==> config.mk <==
export PLATFORM = sky130hd
export DESIGN_NAME = motor_feedback_multiturn_angle_unit
export DESIGN_NICKNAME = d
export VERILOG_FILES = /design/src/design/mfma_pkg.sv /design/src/design/motor_feedback_multiturn_angle_unit.sv /design/src/design/mfma_ctrl.sv /design/src/design/mfma_dp.sv
export SDC_FILE = /design/constraint.sdc
export NUM_CORES = 1
export LEC_CHECK = 0
export BUFFER_PORTS_ARGS = -buffer_cell sky130_fd_sc_hd__buf_2
export CORE_ASPECT_RATIO = 1.4
export CORE_MARGIN = 2
export CORE_UTILIZATION = 60
export CTS_BUF_LIST = sky130_fd_sc_hd__clkbuf_8
export CTS_CLUSTER_SIZE = 14
export DETAILED_ROUTE_END_ITERATION = 16
export PLACE_DENSITY = 0.88
export SLEW_MARGIN = 20
export SYNTH_ARGS = -nofsm -noshare
export SYNTH_HDL_FRONTEND = slang
export SYNTH_HIERARCHICAL = 1
export SYNTH_SLANG_ARGS = --single-unit
export TNS_END_PERCENT = 50
==> constraint.sdc <==
create_clock -name i_clk -period 21.8 [get_ports i_clk]
set_input_delay 3.27 -clock i_clk [delete_from_list [all_inputs] [get_ports i_clk]]
set_output_delay 3.27 -clock i_clk [all_outputs]
set_load 0.01 [all_outputs]
==> src/design/mfma_pkg.sv <==
// ----------------------------------------------------------------------------
// mfma_pkg
// Shared constants and controller/datapath handshake types for the
// multi-turn shaft angle unit.
// ----------------------------------------------------------------------------
package mfma_pkg;

    localparam int NUM_PORTS   = 4;
    localparam int NUM_SLOTS   = NUM_PORTS * 2;
    localparam int SLOT_W      = 3;
    localparam int PORT_W      = 2;
    localparam int ID_W        = 11;
    localparam int LEN_W       = 4;
    localparam int BYTE_W      = 8;
    localparam int WORD_W      = 16;
    localparam int GEAR_W      = 12;
    localparam int DVD_W       = 31;
    localparam int CNT_W       = 5;

    localparam logic [ID_W-1:0]   ID_FIRST   = 11'h141;
    localparam logic [ID_W-1:0]   ID_SECOND  = 11'h142;
    localparam logic [LEN_W-1:0]  MIN_LEN    = 4'd8;
    localparam logic [GEAR_W-1:0] GEAR_RESET = 12'd36;
    localparam logic [WORD_W:0]   HALF_TURN  = 17'd32768;

    localparam logic signed [WORD_W-1:0] TURN_MIN = 16'sh8000;
    localparam logic signed [WORD_W-1:0] TURN_MAX = 16'sh7FFF;

    // controller -> datapath
    typedef struct packed {
        logic start;   // input beat taken: check, unwrap, load divider
        logic step;    // one restoring divide step
        logic load;    // move finished result into the output register
    } t_cmd;

    // datapath -> controller
    typedef struct packed {
        logic last;    // divider is on its final step
    } t_sts;

endpackage

==> src/design/motor_feedback_multiturn_angle_unit.sv <==
// ----------------------------------------------------------------------------
// motor_feedback_multiturn_angle_unit
// Unwraps the 16-bit motor encoder of feedback frames into a turn count per
// motor slot and gives the geared output-shaft angle in binary angle units.
// ----------------------------------------------------------------------------
//
//  channel   direction  handshake                 payload
//  -------   ---------  ------------------------  ------------------------------
//  in        sink       i_in_valid / o_in_stall   port, can_id, length, bytes 1-7
//  out       source     o_out_valid / i_out_stall accepted, slot, raw fields,
//                                                 turns, shaft angle
//  cfg       sink       i_cfg_we                  gear reduction (12 bits)
//
// Each beat passes the accept edge, 31 steps of the one-bit-per-cycle
// restoring divider (31-bit dividend by the gear ratio), then the edge that
// loads the output register. The next beat is taken on the cycle after that.
// A result waiting in the output register does not hold off the next beat; a
// second finished result waits in the datapath until the first is taken.
// Synchronous reset clears the slot seen flags and sets the gear ratio to 36.
//
module motor_feedback_multiturn_angle_unit (
    input  logic                                   i_clk,
    input  logic                                   i_rst_n,
    input  logic                                   i_cfg_we,
    input  logic [mfma_pkg::GEAR_W-1:0]            i_cfg_data,
    input  logic                                   i_in_valid,
    output logic                                   o_in_stall,
    input  logic [mfma_pkg::PORT_W-1:0]            i_port,
    input  logic [mfma_pkg::ID_W-1:0]              i_can_id,
    input  logic [mfma_pkg::LEN_W-1:0]             i_data_length,
    input  logic [mfma_pkg::BYTE_W-1:0]            i_byte1,
    input  logic [mfma_pkg::BYTE_W-1:0]            i_byte2,
    input  logic [mfma_pkg::BYTE_W-1:0]            i_byte3,
    input  logic [mfma_pkg::BYTE_W-1:0]            i_byte4,
    input  logic [mfma_pkg::BYTE_W-1:0]            i_byte5,
    input  logic [mfma_pkg::BYTE_W-1:0]            i_byte6,
    input  logic [mfma_pkg::BYTE_W-1:0]            i_byte7,
    output logic                                   o_out_valid,
    input  logic                                   i_out_stall,
    output logic                                   o_accepted,
    output logic [mfma_pkg::SLOT_W-1:0]            o_motor_slot,
    output logic [mfma_pkg::BYTE_W-1:0]            o_temperature,
    output logic [mfma_pkg::WORD_W-1:0]            o_torque_raw,
    output logic [mfma_pkg::WORD_W-1:0]            o_speed_raw,
    output logic [mfma_pkg::WORD_W-1:0]            o_encoder_raw,
    output logic signed [mfma_pkg::WORD_W-1:0]     o_turns,
    output logic [mfma_pkg::WORD_W-1:0]            o_shaft_angle
);

    mfma_pkg::t_cmd w_cmd;
    mfma_pkg::t_sts w_sts;

    mfma_ctrl u_ctrl (
        .i_clk       (i_clk),
        .i_rst_n     (i_rst_n),
        .i_in_valid  (i_in_valid),
        .o_in_stall  (o_in_stall),
        .i_out_stall (i_out_stall),
        .o_out_valid (o_out_valid),
        .i_sts       (w_sts),
        .o_cmd       (w_cmd)
    );

    mfma_dp u_dp (
        .i_clk         (i_clk),
        .i_rst_n       (i_rst_n),
        .i_cmd         (w_cmd),
        .o_sts         (w_sts),
        .i_cfg_we      (i_cfg_we),
        .i_cfg_data    (i_cfg_data),
        .i_port        (i_port),
        .i_can_id      (i_can_id),
        .i_data_length (i_data_length),
        .i_byte1       (i_byte1),
        .i_byte2       (i_byte2),
        .i_byte3       (i_byte3),
        .i_byte4       (i_byte4),
        .i_byte5       (i_byte5),
        .i_byte6       (i_byte6),
        .i_byte7       (i_byte7),
        .o_accepted    (o_accepted),
        .o_motor_slot  (o_motor_slot),
        .o_temperature (o_temperature),
        .o_torque_raw  (o_torque_raw),
        .o_speed_raw   (o_speed_raw),
        .o_encoder_raw (o_encoder_raw),
        .o_turns       (o_turns),
        .o_shaft_angle (o_shaft_angle)
    );

endmodule

==> src/design/mfma_ctrl.sv <==
// ----------------------------------------------------------------------------
// mfma_ctrl
// Sequencer: takes one frame, runs the divider, hands the result to the
// output register.
// ----------------------------------------------------------------------------
module mfma_ctrl (
    input  logic            i_clk,
    input  logic            i_rst_n,
    input  logic            i_in_valid,
    output logic            o_in_stall,
    input  logic            i_out_stall,
    output logic            o_out_valid,
    input  mfma_pkg::t_sts  i_sts,
    output mfma_pkg::t_cmd  o_cmd
);

    typedef enum logic [1:0] {
        S_IDLE,
        S_DIV,
        S_HOLD
    } t_state;

    t_state r_state;
    logic   r_out_valid;
    logic   w_load;

    assign w_load = (r_state == S_HOLD) && (!r_out_valid || !i_out_stall);

    always_comb begin
        o_cmd.start = (r_state == S_IDLE) && i_in_valid;
        o_cmd.step  = (r_state == S_DIV);
        o_cmd.load  = w_load;
    end

    assign o_in_stall  = (r_state != S_IDLE);
    assign o_out_valid = r_out_valid;

    always_ff @(posedge i_clk) begin
        if (!i_rst_n) begin
            r_state     <= S_IDLE;
            r_out_valid <= 1'b0;
        end else begin
            unique case (r_state)
                S_IDLE: begin
                    if (i_in_valid) r_state <= S_DIV;
                end
                S_DIV: begin
                    if (i_sts.last) r_state <= S_HOLD;
                end
                S_HOLD: begin
                    if (w_load) r_state <= S_IDLE;
                end
                default: r_state <= S_IDLE;
            endcase

            if (w_load)
                r_out_valid <= 1'b1;
            else if (!i_out_stall)
                r_out_valid <= 1'b0;
        end
    end

endmodule

==> src/design/mfma_dp.sv <==
// ----------------------------------------------------------------------------
// mfma_dp
// Datapath: frame check, per-slot unwrap store, restoring divider for the
// shaft angle, output register.
// ----------------------------------------------------------------------------
module mfma_dp (
    input  logic                                   i_clk,
    input  logic                                   i_rst_n,
    input  mfma_pkg::t_cmd                         i_cmd,
    output mfma_pkg::t_sts                         o_sts,
    input  logic                                   i_cfg_we,
    input  logic [mfma_pkg::GEAR_W-1:0]            i_cfg_data,
    input  logic [mfma_pkg::PORT_W-1:0]            i_port,
    input  logic [mfma_pkg::ID_W-1:0]              i_can_id,
    input  logic [mfma_pkg::LEN_W-1:0]             i_data_length,
    input  logic [mfma_pkg::BYTE_W-1:0]            i_byte1,
    input  logic [mfma_pkg::BYTE_W-1:0]            i_byte2,
    input  logic [mfma_pkg::BYTE_W-1:0]            i_byte3,
    input  logic [mfma_pkg::BYTE_W-1:0]            i_byte4,
    input  logic [mfma_pkg::BYTE_W-1:0]            i_byte5,
    input  logic [mfma_pkg::BYTE_W-1:0]            i_byte6,
    input  logic [mfma_pkg::BYTE_W-1:0]            i_byte7,
    output logic                                   o_accepted,
    output logic [mfma_pkg::SLOT_W-1:0]            o_motor_slot,
    output logic [mfma_pkg::BYTE_W-1:0]            o_temperature,
    output logic [mfma_pkg::WORD_W-1:0]            o_torque_raw,
    output logic [mfma_pkg::WORD_W-1:0]            o_speed_raw,
    output logic [mfma_pkg::WORD_W-1:0]            o_encoder_raw,
    output logic signed [mfma_pkg::WORD_W-1:0]     o_turns,
    output logic [mfma_pkg::WORD_W-1:0]            o_shaft_angle
);

    // per-slot unwrap store
    logic [mfma_pkg::WORD_W-1:0]        r_last_enc [mfma_pkg::NUM_SLOTS];
    logic signed [mfma_pkg::WORD_W-1:0] r_turn_cnt [mfma_pkg::NUM_SLOTS];
    logic [mfma_pkg::NUM_SLOTS-1:0]     r_seen;

    logic [mfma_pkg::GEAR_W-1:0] r_gear;

    // staged fields of the frame in flight
    logic                               r_acc;
    logic [mfma_pkg::SLOT_W-1:0]        r_slot;
    logic [mfma_pkg::BYTE_W-1:0]        r_temp;
    logic [mfma_pkg::WORD_W-1:0]        r_torque;
    logic [mfma_pkg::WORD_W-1:0]        r_speed;
    logic [mfma_pkg::WORD_W-1:0]        r_enc;
    logic signed [mfma_pkg::WORD_W-1:0] r_turns;
    logic                               r_neg;

    // divider
    logic [mfma_pkg::GEAR_W-1:0] r_div;
    logic [mfma_pkg::GEAR_W-1:0] r_rem;
    logic [mfma_pkg::DVD_W-1:0]  r_dvd;
    logic [mfma_pkg::WORD_W-1:0] r_quo;
    logic [mfma_pkg::CNT_W-1:0]  r_cnt;

    // output register
    logic                               r_o_acc;
    logic [mfma_pkg::SLOT_W-1:0]        r_o_slot;
    logic [mfma_pkg::BYTE_W-1:0]        r_o_temp;
    logic [mfma_pkg::WORD_W-1:0]        r_o_torque;
    logic [mfma_pkg::WORD_W-1:0]        r_o_speed;
    logic [mfma_pkg::WORD_W-1:0]        r_o_enc;
    logic signed [mfma_pkg::WORD_W-1:0] r_o_turns;
    logic [mfma_pkg::WORD_W-1:0]        r_o_angle;

    logic                               w_id_ok;
    logic                               w_acc;
    logic [mfma_pkg::SLOT_W-1:0]        w_slot;
    logic [mfma_pkg::WORD_W-1:0]        w_enc;
    logic [mfma_pkg::WORD_W-1:0]        w_prev;
    logic signed [mfma_pkg::WORD_W-1:0] w_t_old;
    logic signed [mfma_pkg::WORD_W-1:0] w_t_new;
    logic signed [mfma_pkg::WORD_W:0]   w_delta;
    logic [2*mfma_pkg::WORD_W-1:0]      w_total;
    logic [mfma_pkg::DVD_W-1:0]         w_mag;
    logic [mfma_pkg::GEAR_W:0]          w_trial;
    logic                               w_qbit;

    always_comb begin
        w_id_ok = (i_can_id == mfma_pkg::ID_FIRST) || (i_can_id == mfma_pkg::ID_SECOND);
        w_acc   = w_id_ok && (i_data_length >= mfma_pkg::MIN_LEN) && (i_byte1 != '0)
                  && (int'(i_port) < mfma_pkg::NUM_PORTS);
        w_slot  = {i_port, (i_can_id == mfma_pkg::ID_SECOND)};
        w_enc   = {i_byte7, i_byte6};
        w_prev  = r_seen[w_slot] ? r_last_enc[w_slot] : w_enc;
        w_t_old = r_seen[w_slot] ? r_turn_cnt[w_slot] : '0;
        w_delta = $signed({1'b0, w_enc}) - $signed({1'b0, w_prev});

        w_t_new = w_t_old;
        if (w_delta > $signed(mfma_pkg::HALF_TURN)) begin
            if (w_t_old != mfma_pkg::TURN_MIN) w_t_new = w_t_old - 16'sd1;
        end else if (w_delta < -$signed(mfma_pkg::HALF_TURN)) begin
            if (w_t_old != mfma_pkg::TURN_MAX) w_t_new = w_t_old + 16'sd1;
        end

        // turns*65536 + encoder is just the concatenation; floor of a
        // negative dividend via one's complement: floor(x/g) = ~(~x / g)
        w_total = {w_t_new, w_enc};
        w_mag   = w_total[2*mfma_pkg::WORD_W-1] ? ~w_total[mfma_pkg::DVD_W-1:0]
                                                 : w_total[mfma_pkg::DVD_W-1:0];

        w_trial = {r_rem, r_dvd[mfma_pkg::DVD_W-1]};
        w_qbit  = (w_trial >= {1'b0, r_div});
    end

    assign o_sts.last = (r_cnt == '0);

    always_ff @(posedge i_clk) begin
        if (!i_rst_n) begin
            r_seen <= '0;
            r_gear <= mfma_pkg::GEAR_RESET;
        end else begin
            if (i_cfg_we) r_gear <= i_cfg_data;
            if (i_cmd.start && w_acc) r_seen[w_slot] <= 1'b1;
        end
    end

    always_ff @(posedge i_clk) begin
        if (i_cmd.start && w_acc) begin
            r_last_enc[w_slot] <= w_enc;
            r_turn_cnt[w_slot] <= w_t_new;
        end
    end

    always_ff @(posedge i_clk) begin
        if (i_cmd.start) begin
            // rejected beats run a zero dividend so every field reads zero
            r_acc    <= w_acc;
            r_slot   <= w_acc ? w_slot : '0;
            r_temp   <= w_acc ? i_byte1 : '0;
            r_torque <= w_acc ? {i_byte3, i_byte2} : '0;
            r_speed  <= w_acc ? {i_byte5, i_byte4} : '0;
            r_enc    <= w_acc ? w_enc : '0;
            r_turns  <= w_acc ? w_t_new : '0;
            r_neg    <= w_acc && w_total[2*mfma_pkg::WORD_W-1];
            r_dvd    <= w_acc ? w_mag : '0;
            r_div    <= (r_gear == '0) ? mfma_pkg::GEAR_W'(1) : r_gear;
            r_rem    <= '0;
            r_quo    <= '0;
            r_cnt    <= mfma_pkg::CNT_W'(mfma_pkg::DVD_W - 1);
        end else if (i_cmd.step) begin
            r_rem <= w_qbit ? mfma_pkg::GEAR_W'(w_trial - {1'b0, r_div})
                            : w_trial[mfma_pkg::GEAR_W-1:0];
            r_dvd <= {r_dvd[mfma_pkg::DVD_W-2:0], 1'b0};
            r_quo <= {r_quo[mfma_pkg::WORD_W-2:0], w_qbit};
            if (r_cnt != '0) r_cnt <= r_cnt - 1'b1;
        end
    end

    always_ff @(posedge i_clk) begin
        if (i_cmd.load) begin
            r_o_acc    <= r_acc;
            r_o_slot   <= r_slot;
            r_o_temp   <= r_temp;
            r_o_torque <= r_torque;
            r_o_speed  <= r_speed;
            r_o_enc    <= r_enc;
            r_o_turns  <= r_turns;
            r_o_angle  <= r_neg ? ~r_quo : r_quo;
        end
    end

    assign o_accepted    = r_o_acc;
    assign o_motor_slot  = r_o_slot;
    assign o_temperature = r_o_temp;
    assign o_torque_raw  = r_o_torque;
    assign o_speed_raw   = r_o_speed;
    assign o_encoder_raw = r_o_enc;
    assign o_turns       = r_o_turns;
    assign o_shaft_angle = r_o_angle;

endmodule

# After elaboration in Yosys (flattened, before gate mapping)
# Memories as Yosys holds them, arrays and structs flattened.
# Cells that the tools add are included.
# W data, S select, Z words.
word_totals:
  word_cells: 95
  ff_bits: 268
  memories: 2
  ram_bits: 256
  input_bits: 90
  output_inout_bits: 94
memory_table:
  columns: ["memory", "depth", "word_bits", "read_ports", "rd_ports_with_merged_regs", "write_ports", "line", "text"]
  rows:
  - ["u_dp.r_last_enc", 8, 16, 1, 0, 1, "mfma_dp.sv:34", "logic [mfma_pkg::WORD_W-1:0] r_last_enc [mfma_pkg::NUM_SLOTS];"]
  - ["u_dp.r_turn_cnt", 8, 16, 1, 0, 1, "mfma_dp.sv:35", "logic signed [mfma_pkg::WORD_W-1:0] r_turn_cnt [mfma_pkg::NUM_SLOTS];"]
classes:
  order_cmp: 6
  n_eq_ne: 10
  bitwise: 3
  n_addsub: 5
  reduce_logical: 20
  mux: 24
op_table:
  columns: ["op", "count"]
  rows:
  - ["$mux W31", 4]
  - ["$mux W16", 7]
  - ["$ne A16 B16 Y1 const B", 2]
  - ["$not A31 Y31", 1]
  - ["$eq A11 B9 Y1 const B", 2]
  - ["$gt A17 B17 Y1 const B", 1]
  - ["$lt A17 B16 Y1 const B", 1]
  - ["$sub A16 B16 Y17", 1]
  - ["$add A16 B2 Y16 const B", 1]
  - ["$not A16 Y16", 1]
  - ["$sub A16 B2 Y16 const B", 1]
  - ["$ge A13 B12 Y1", 1]
  - ["$logic_not A12 Y1", 1]
  - ["$mux W12", 1]
  - ["$sub A12 B12 Y12", 1]
  - ["$or A8 B8 Y8", 1]
  - ["$reduce_bool A8 Y1", 1]
  - ["$logic_and A1 B1 Y1", 7]
  - ["$mux W1", 6]
  - ["$mux W2", 3]
  - ["$ne A2 B1 Y1 const B", 3]
  - ["$pmux W2 S3", 1]
  - ["$logic_not A5 Y1", 1]
  - ["$reduce_bool A5 Y1", 1]
  - ["15 further kinds", 18]

# Longest topological paths before layout
depth:
  depth_word: 12
  ltp_mapped: 29
  mapped_depth_nobuf: 22

# Modules after synthesis
# Netlist, hierarchy kept.
modules_own_cells:
  columns: ["module", "cells_per_inst", "seq_area_each_um2", "area_per_inst_um2", "n_inst"]
  rows:
  - ["mfma_dp", 1642, 15114.5, 22622.9, 1]
  - ["mfma_ctrl", 19, 60.1, 165.2, 1]

# Worst setup path before layout
# No wires, ideal clock.
synth_timing:
  path_type: "input port to flip-flop"
  start: "in i_can_id[10] in the netlist's numbering"
  end: "reg u_dp/r_turns[14] in the netlist's numbering, data pin"
  arrival_ns: 8.980
  stages: 23
  path_buffers: 6
  setup_ns: 0.255
  required_time_ns: 21.545
  setup_slack_ns: 12.566
  path_cell_list: "nor4b_4 > buf_2 > a31oi_1 > a211oi_1 > or4_1 > clkbuf_1 > clkbuf_1 > clkbuf_1 > buf_1 > clkbuf_1 > a21oi_1 > fa_1 > a211oi_1 > o21ba_2 > o31ai_1 > xor2_1 > a2111o_1 > a211o_1 > o21ai_0 > or3_1 > nor2_1 > or3_1 > and2_1"
synth_via:
  elab_chain_cells: 8
  elab_cells_between_ends: 22
  classes_between: "add/sub: 3; order compare: 2; eq/ne: 4; mux: 8; reduce/logical: 3; memory: 2"
synth_rtl:
  columns: ["element", "line", "text"]
  rows:
  - ["from (decl)", "motor_feedback_multiturn_angle_unit.sv:29", "input logic [mfma_pkg::ID_W-1:0] i_can_id,"]
  - ["$eq A11 B9 Y1 *", "mfma_dp.sv:84", "w_slot = {i_port, (i_can_id == mfma_pkg::ID_SECOND)};"]
  - ["$bmux W1 S3", "mfma_dp.sv:86, mfma_dp.sv:87", null]
  - ["$mux W1 (implied by the code)", "mfma_dp.sv:86, mfma_dp.sv:87", null]
  - ["$mux W16 (on tied branches)", "mfma_dp.sv:86, mfma_dp.sv:87", null]
  - ["$sub A16 B16 Y17, or another cell as far along", "mfma_dp.sv:88", "w_delta = $signed({1'b0, w_enc}) - $signed({1'b0, w_prev});"]
  - ["$lt A17 B16 Y1 or $mux W16 (tied branches)", "mfma_dp.sv:93, mfma_dp.sv:94", null]
  - ["$mux W16", "mfma_dp.sv:93", "end else if (w_delta < -$signed(mfma_pkg::HALF_TURN)) begin"]
  - ["$mux W16 *", "mfma_dp.sv:91", "if (w_delta > $signed(mfma_pkg::HALF_TURN)) begin"]
  - ["named net u_dp.w_t_new, one bit", "mfma_dp.sv:73", "logic signed [mfma_pkg::WORD_W-1:0] w_t_new;"]
  - ["to (signal assigned)", "mfma_dp.sv:135", "r_turns <= w_acc ? w_t_new : '0;"]
  - ["to (decl)", "mfma_dp.sv:47", "logic signed [mfma_pkg::WORD_W-1:0] r_turns;"]
# The timed path passes the listed nets; every way through them passes the cells marked *. The select of a mux whose other input is x is not followed.
# A chain may end at the register's enable or synchronous reset.

# Worst setup path after layout
layout_timing:
  start: "in i_can_id[3] in the netlist's numbering"
  end: "reg u_dp/r_dvd[29] in the netlist's numbering, data pin"
layout_via:
  elab_chain_cells: 12
  elab_cells_between_ends: 26
  classes_between: "add/sub: 3; order compare: 2; eq/ne: 4; mux: 11; bitwise: 1; reduce/logical: 3; memory: 2"
layout_rtl:
  columns: ["element", "line", "text"]
  rows:
  - ["$eq A11 B9 Y1", "mfma_dp.sv:81, mfma_dp.sv:84", null]
  - ["$bmux W1 S3", "mfma_dp.sv:86, mfma_dp.sv:87", null]
  - ["$mux W1 (implied by the code)", "mfma_dp.sv:86, mfma_dp.sv:87", null]
  - ["$mux W16 (on tied branches)", "mfma_dp.sv:86, mfma_dp.sv:87", null]
  - ["$sub A16 B16 Y17, or another cell as far along", "mfma_dp.sv:88", null]
  - ["$lt A17 B16 Y1 or $mux W16 (tied branches)", "mfma_dp.sv:93, mfma_dp.sv:94", null]
  - ["$mux W16", "mfma_dp.sv:93", null]
  - ["$mux W16", "mfma_dp.sv:91", null]
  - ["$not A31 Y31", "mfma_dp.sv:100", "w_mag = w_total[2*mfma_pkg::WORD_W-1] ? ~w_total[mfma_pkg::DVD_W-1:0]"]
  - ["$mux W31", "mfma_dp.sv:100", null]
  - ["$mux W31 *", "mfma_dp.sv:137", "r_dvd <= w_acc ? w_mag : '0;"]
  - ["$mux W31 *", "mfma_dp.sv:127", "if (i_cmd.start) begin"]
  - ["to (signal assigned)", "mfma_dp.sv:137", null]
  - ["to (signal assigned)", "mfma_dp.sv:145", "r_dvd <= {r_dvd[mfma_pkg::DVD_W-2:0], 1'b0};"]
  - ["to (decl)", "mfma_dp.sv:53", "logic [mfma_pkg::DVD_W-1:0] r_dvd;"]
# Mark *: on every way between the ends. The rest lies on a longest branch, timed or not. The select of a mux whose other input is x is not followed.

==> results.sh <==
export IMPL_leakagePower_nw=9.38
export IMPL_synth_cell_type_count=84
export IMPL_finalCritPeriodShare=0.489
export IMPL_die_h_um=235
export IMPL_netlist_area_um2=22800
export IMPL_post_cts_buffers=0
export IMPL_cts_tree="built"
export IMPL_tightest_slew_ns=1.10
export IMPL_final_max_slew_viol_count=0
export IMPL_cts_repair_resize_count=0
export IMPL_routabilityCongestion=0.967
export IMPL_core_um2=37500
export IMPL_grt_total_usage=0.281
export IMPL_cts_buffers=75
export IMPL_clk_path_buf_depth=3
export IMPL_syn_avg_cell_area_um2=13.7
export IMPL_cap_violations=0
export IMPL_drc=0
export IMPL_fin_nets=1976
export IMPL_finalWirelength_um=55600
export IMPL_p_total_mw=2.11
export IMPL_grt_overflow_total=0
export IMPL_num_vias=15068
export IMPL_ir_worst_vdd_mv=0.0366
export IMPL_async_flop_share=0
export IMPL_nFillCells=2352
export IMPL_max_freq_mhz=93.7
export IMPL_ys_seq_elements=524
export IMPL_wire_per_inst_um=23.3
export IMPL_rsz0062_at_grt="false"
export IMPL_hold_class="flip-flop to flip-flop"
export IMPL_status="complete, no violations"
export IMPL_htreeDepth=3
export IMPL_worstSetupPathType="input port to flip-flop"
export IMPL_portBuffers=180
export IMPL_grt_busiest_layer="met2"
export IMPL_crit_fanout=61
export IMPL_drive_above_1_share=0.199
export IMPL_synth_nets=1785
export IMPL_crit_chain="buf_2 -> nor4b_4 -> buf_4 -> and3_2 -> buf_4 -> a211oi_1 -> or4_1 -> buf_4 -> a311oi_1 -> a21oi_1 -> ha_1 -> o21ai_0 -> and2_1 -> o31ai_1 -> xor2_1 -> a2111o_1 -> a211o_1 -> o211ai_1 -> nor3_1 -> o211ai_2 -> inv_2 -> or4_1 -> o211ai_1"
export IMPL_grt_max_degree=156
export IMPL_drtIter0Drc=1536
export IMPL_cts_root_buffer="clkbuf_8"
export IMPL_die_area_um2=39600
export IMPL_die_x_um=169
export IMPL_setup_violations=0
export IMPL_start_kind="input port"
export IMPL_worst_path_max_delay_cell="buf_4"
export IMPL_hpwlAfterDp_um=35300
export IMPL_grt_pass1_vias=15240
export IMPL_tns_ns=0
export IMPL_antenna_found_initial=2
export IMPL_path_common_cell="buf_4"
export IMPL_layout_min_cycle_time_ns=10.67
export IMPL_vias_per_cell=6.33
export IMPL_relSlewSlack=0.264
export IMPL_ys_flop_type="edfxtp_1"
export IMPL_finClkSkew_ns=0.0445
export IMPL_slowest_delay_ns=0.62
export IMPL_row_count=84
export IMPL_end_kind="flip-flop"
export IMPL_postSynthCellCount=1661
export IMPL_final_antenna_net_count=0
export IMPL_p_per_area_nw_per_um2=82.3
export IMPL_crit_arrival_ns=11.14
export IMPL_start_util=0.607
export IMPL_cts_sinks=524
export IMPL_hold_viol=0
export IMPL_grt_use_met3=0.0530
export IMPL_whs_ns=0.409
export IMPL_grt_pass1_wl_um=84300
export IMPL_required_ns=22.27
export IMPL_first_pass_iters=6
export IMPL_use_met2=0.491
export IMPL_synth_edff_count=468
export IMPL_io_pins=184
export IMPL_insertion_delay_ns=0.65
export IMPL_yosysWarnings=6
export IMPL_holdBufCountCts=0
export IMPL_area_growth_syn_to_layout_pct=12.5
export IMPL_use_met1=0.333
export IMPL_clk_pin_slew_worst_paths_ns=0.07
export IMPL_yosysSeqAreaShare=0.666
-- critical path, delay by kind of cell --
family / cells / cell delay (ns)
xor+xnor: 1 / 0.14
simple gates: 6 / 2.10
buf+inv: 5 / 1.93
fa+ha+maj: 1 / 0.41
compound gates: 10 / 3.19
-- report_power, final --
part           internal [mW]  switching [mW]
logic                 0.0879           0.154
clock network          0.372           0.357
registers               1.13          0.0119
-- registers in the layout, indices dropped and copies added (netlist names), 16 cells and up --
| register | count |
|---|---|
| u_dp/r_last_enc | 128 |
| u_dp/r_turn_cnt | 128 |
| u_dp/r_dvd | 31 |
| u_dp/o_encoder_raw | 16 |
| u_dp/o_shaft_angle | 16 |
| u_dp/o_speed_raw | 16 |
| u_dp/o_torque_raw | 16 |
| u_dp/o_turns | 16 |
| u_dp/r_enc | 16 |
| u_dp/r_quo | 16 |
| u_dp/r_speed | 16 |
| u_dp/r_torque | 16 |
| u_dp/r_turns | 16 |
-- cells in the final DEF (no fill, tap or decap), types with 14 or more instances in the layout --
| cell type | instances |
|---|---|
| nor3_1 | 40 |
| clkinv_1 | 19 |
| and2_1 | 73 |
| nor2b_1 | 19 |
| mux2i_1 | 64 |
| xor2_1 | 20 |
| buf_4 | 32 |
| buf_2 | 180 |
| nand3_1 | 29 |
| clkbuf_8 | 79 |
| inv_1 | 114 |
| nand2_1 | 66 |
| a21oi_1 | 63 |
| dfxtp_1 | 56 |
| nand4_1 | 17 |
| mux4_2 | 27 |
| nor2_1 | 78 |
| a31oi_1 | 37 |
| ha_1 | 32 |
| o21ai_0 | 30 |
| nand2b_1 | 24 |
| or4_1 | 14 |
| o22ai_1 | 31 |
| a211oi_1 | 49 |
| edfxtp_1 | 468 |
| xnor2_1 | 34 |
-- routing by layer --
layer  vias to the layer above  wire length [µm]  part of all wire
met4                         0              2610             0.047
met1                      7352             20100              0.36
met2                       796             28600              0.51
li1                       6727                 -                 -
met3                       193              4280             0.077
met5                         -                 0                 0
-- per-stage QoR --
step	setup WS, ns	instance area (µm²)	std cells	utilization
global placement	10.92	24200	2248	0.646
finish	11.13	25600	2382	0.684
detailed placement	10.77	24200	2248	0.646
floorplan	12.57	22800	1661	-
global route	10.74	25600	2382	0.684
CTS	11.35	25600	2380	0.683
-- worst paths after layout --
path	startpoint	end	slack, ns	depth (start not counted)
worst max-delay path	i_can_id[3]	u_dp/r_dvd[29]	11.13	23
worst min register to register	u_dp/r_enc[13]	u_dp/o_encoder_raw[13]	0.41	0
worst max register to register	u_dp/r_seen[6]	u_dp/r_dvd[29]	15.03	20
worst min-delay path	u_dp/r_enc[13]	u_dp/o_encoder_raw[13]	0.41	0
-- final cells by class --
type | instances | area (µm²) | share of cell area
clock inverters | 53 | 313 | 0.0122
well taps | 473 | 592 | 0.0231
flip-flops and latches | 524 | 15200 | 0.592
clock buffers | 79 | 1090 | 0.0424
diodes | 2 | 5.00 | 0.000195
multi-input cells | 945 | 6970 | 0.272
repair buffers | 213 | 1160 | 0.0453
inverters | 93 | 349 | 0.0136
-- cell usage after synthesis (5+ instances only) --
cell | n | share of area
nor2_1 | 78 | 0.013
a311oi_1 | 5 | 0.0019
xnor2_1 | 35 | 0.013
and2_1 | 73 | 0.020
or2_2 | 11 | 0.0030
o211ai_1 | 9 | 0.0030
o21a_1 | 12 | 0.0040
mux4_2 | 27 | 0.027
a211o_1 | 7 | 0.0027
buf_2 | 12 | 0.0026
and3_1 | 7 | 0.0019
o31ai_1 | 7 | 0.0023
a21oi_1 | 64 | 0.014
a21o_1 | 6 | 0.0020
edfxtp_1 | 468 | 0.62
clkbuf_1 | 68 | 0.011
dfxtp_1 | 56 | 0.049
nor2b_1 | 19 | 0.0052
ha_1 | 32 | 0.018
inv_1 | 91 | 0.015
nor3_1 | 48 | 0.011
and4_1 | 5 | 0.0019
or4_1 | 14 | 0.0046
o21ai_0 | 31 | 0.0068
or3_1 | 8 | 0.0022
o221ai_1 | 7 | 0.0027
nand2_1 | 66 | 0.011
nand2b_1 | 24 | 0.0066
a211oi_1 | 49 | 0.016
nor4_1 | 14 | 0.0038
o22ai_1 | 31 | 0.0085
a31oi_1 | 37 | 0.010
nand4_1 | 17 | 0.0047
mux2i_1 | 64 | 0.028
mux2_2 | 7 | 0.0035
buf_1 | 14 | 0.0023
nand3_1 | 29 | 0.0064
a221oi_1 | 6 | 0.0023
xor2_1 | 20 | 0.0077
-- cells by family after synthesis --
| group | Yosys count | synth area share |
|---|---|---|
| compound gates | 320 | 0.0959 |
| fa+ha+maj | 34 | 0.0193 |
| xor+xnor | 55 | 0.0211 |
| simple gates | 438 | 0.106 |
| mux | 98 | 0.0583 |
| buf+inv | 192 | 0.0333 |
| flops | 524 | 0.666 |
Power figures use the tool's default switching activity.
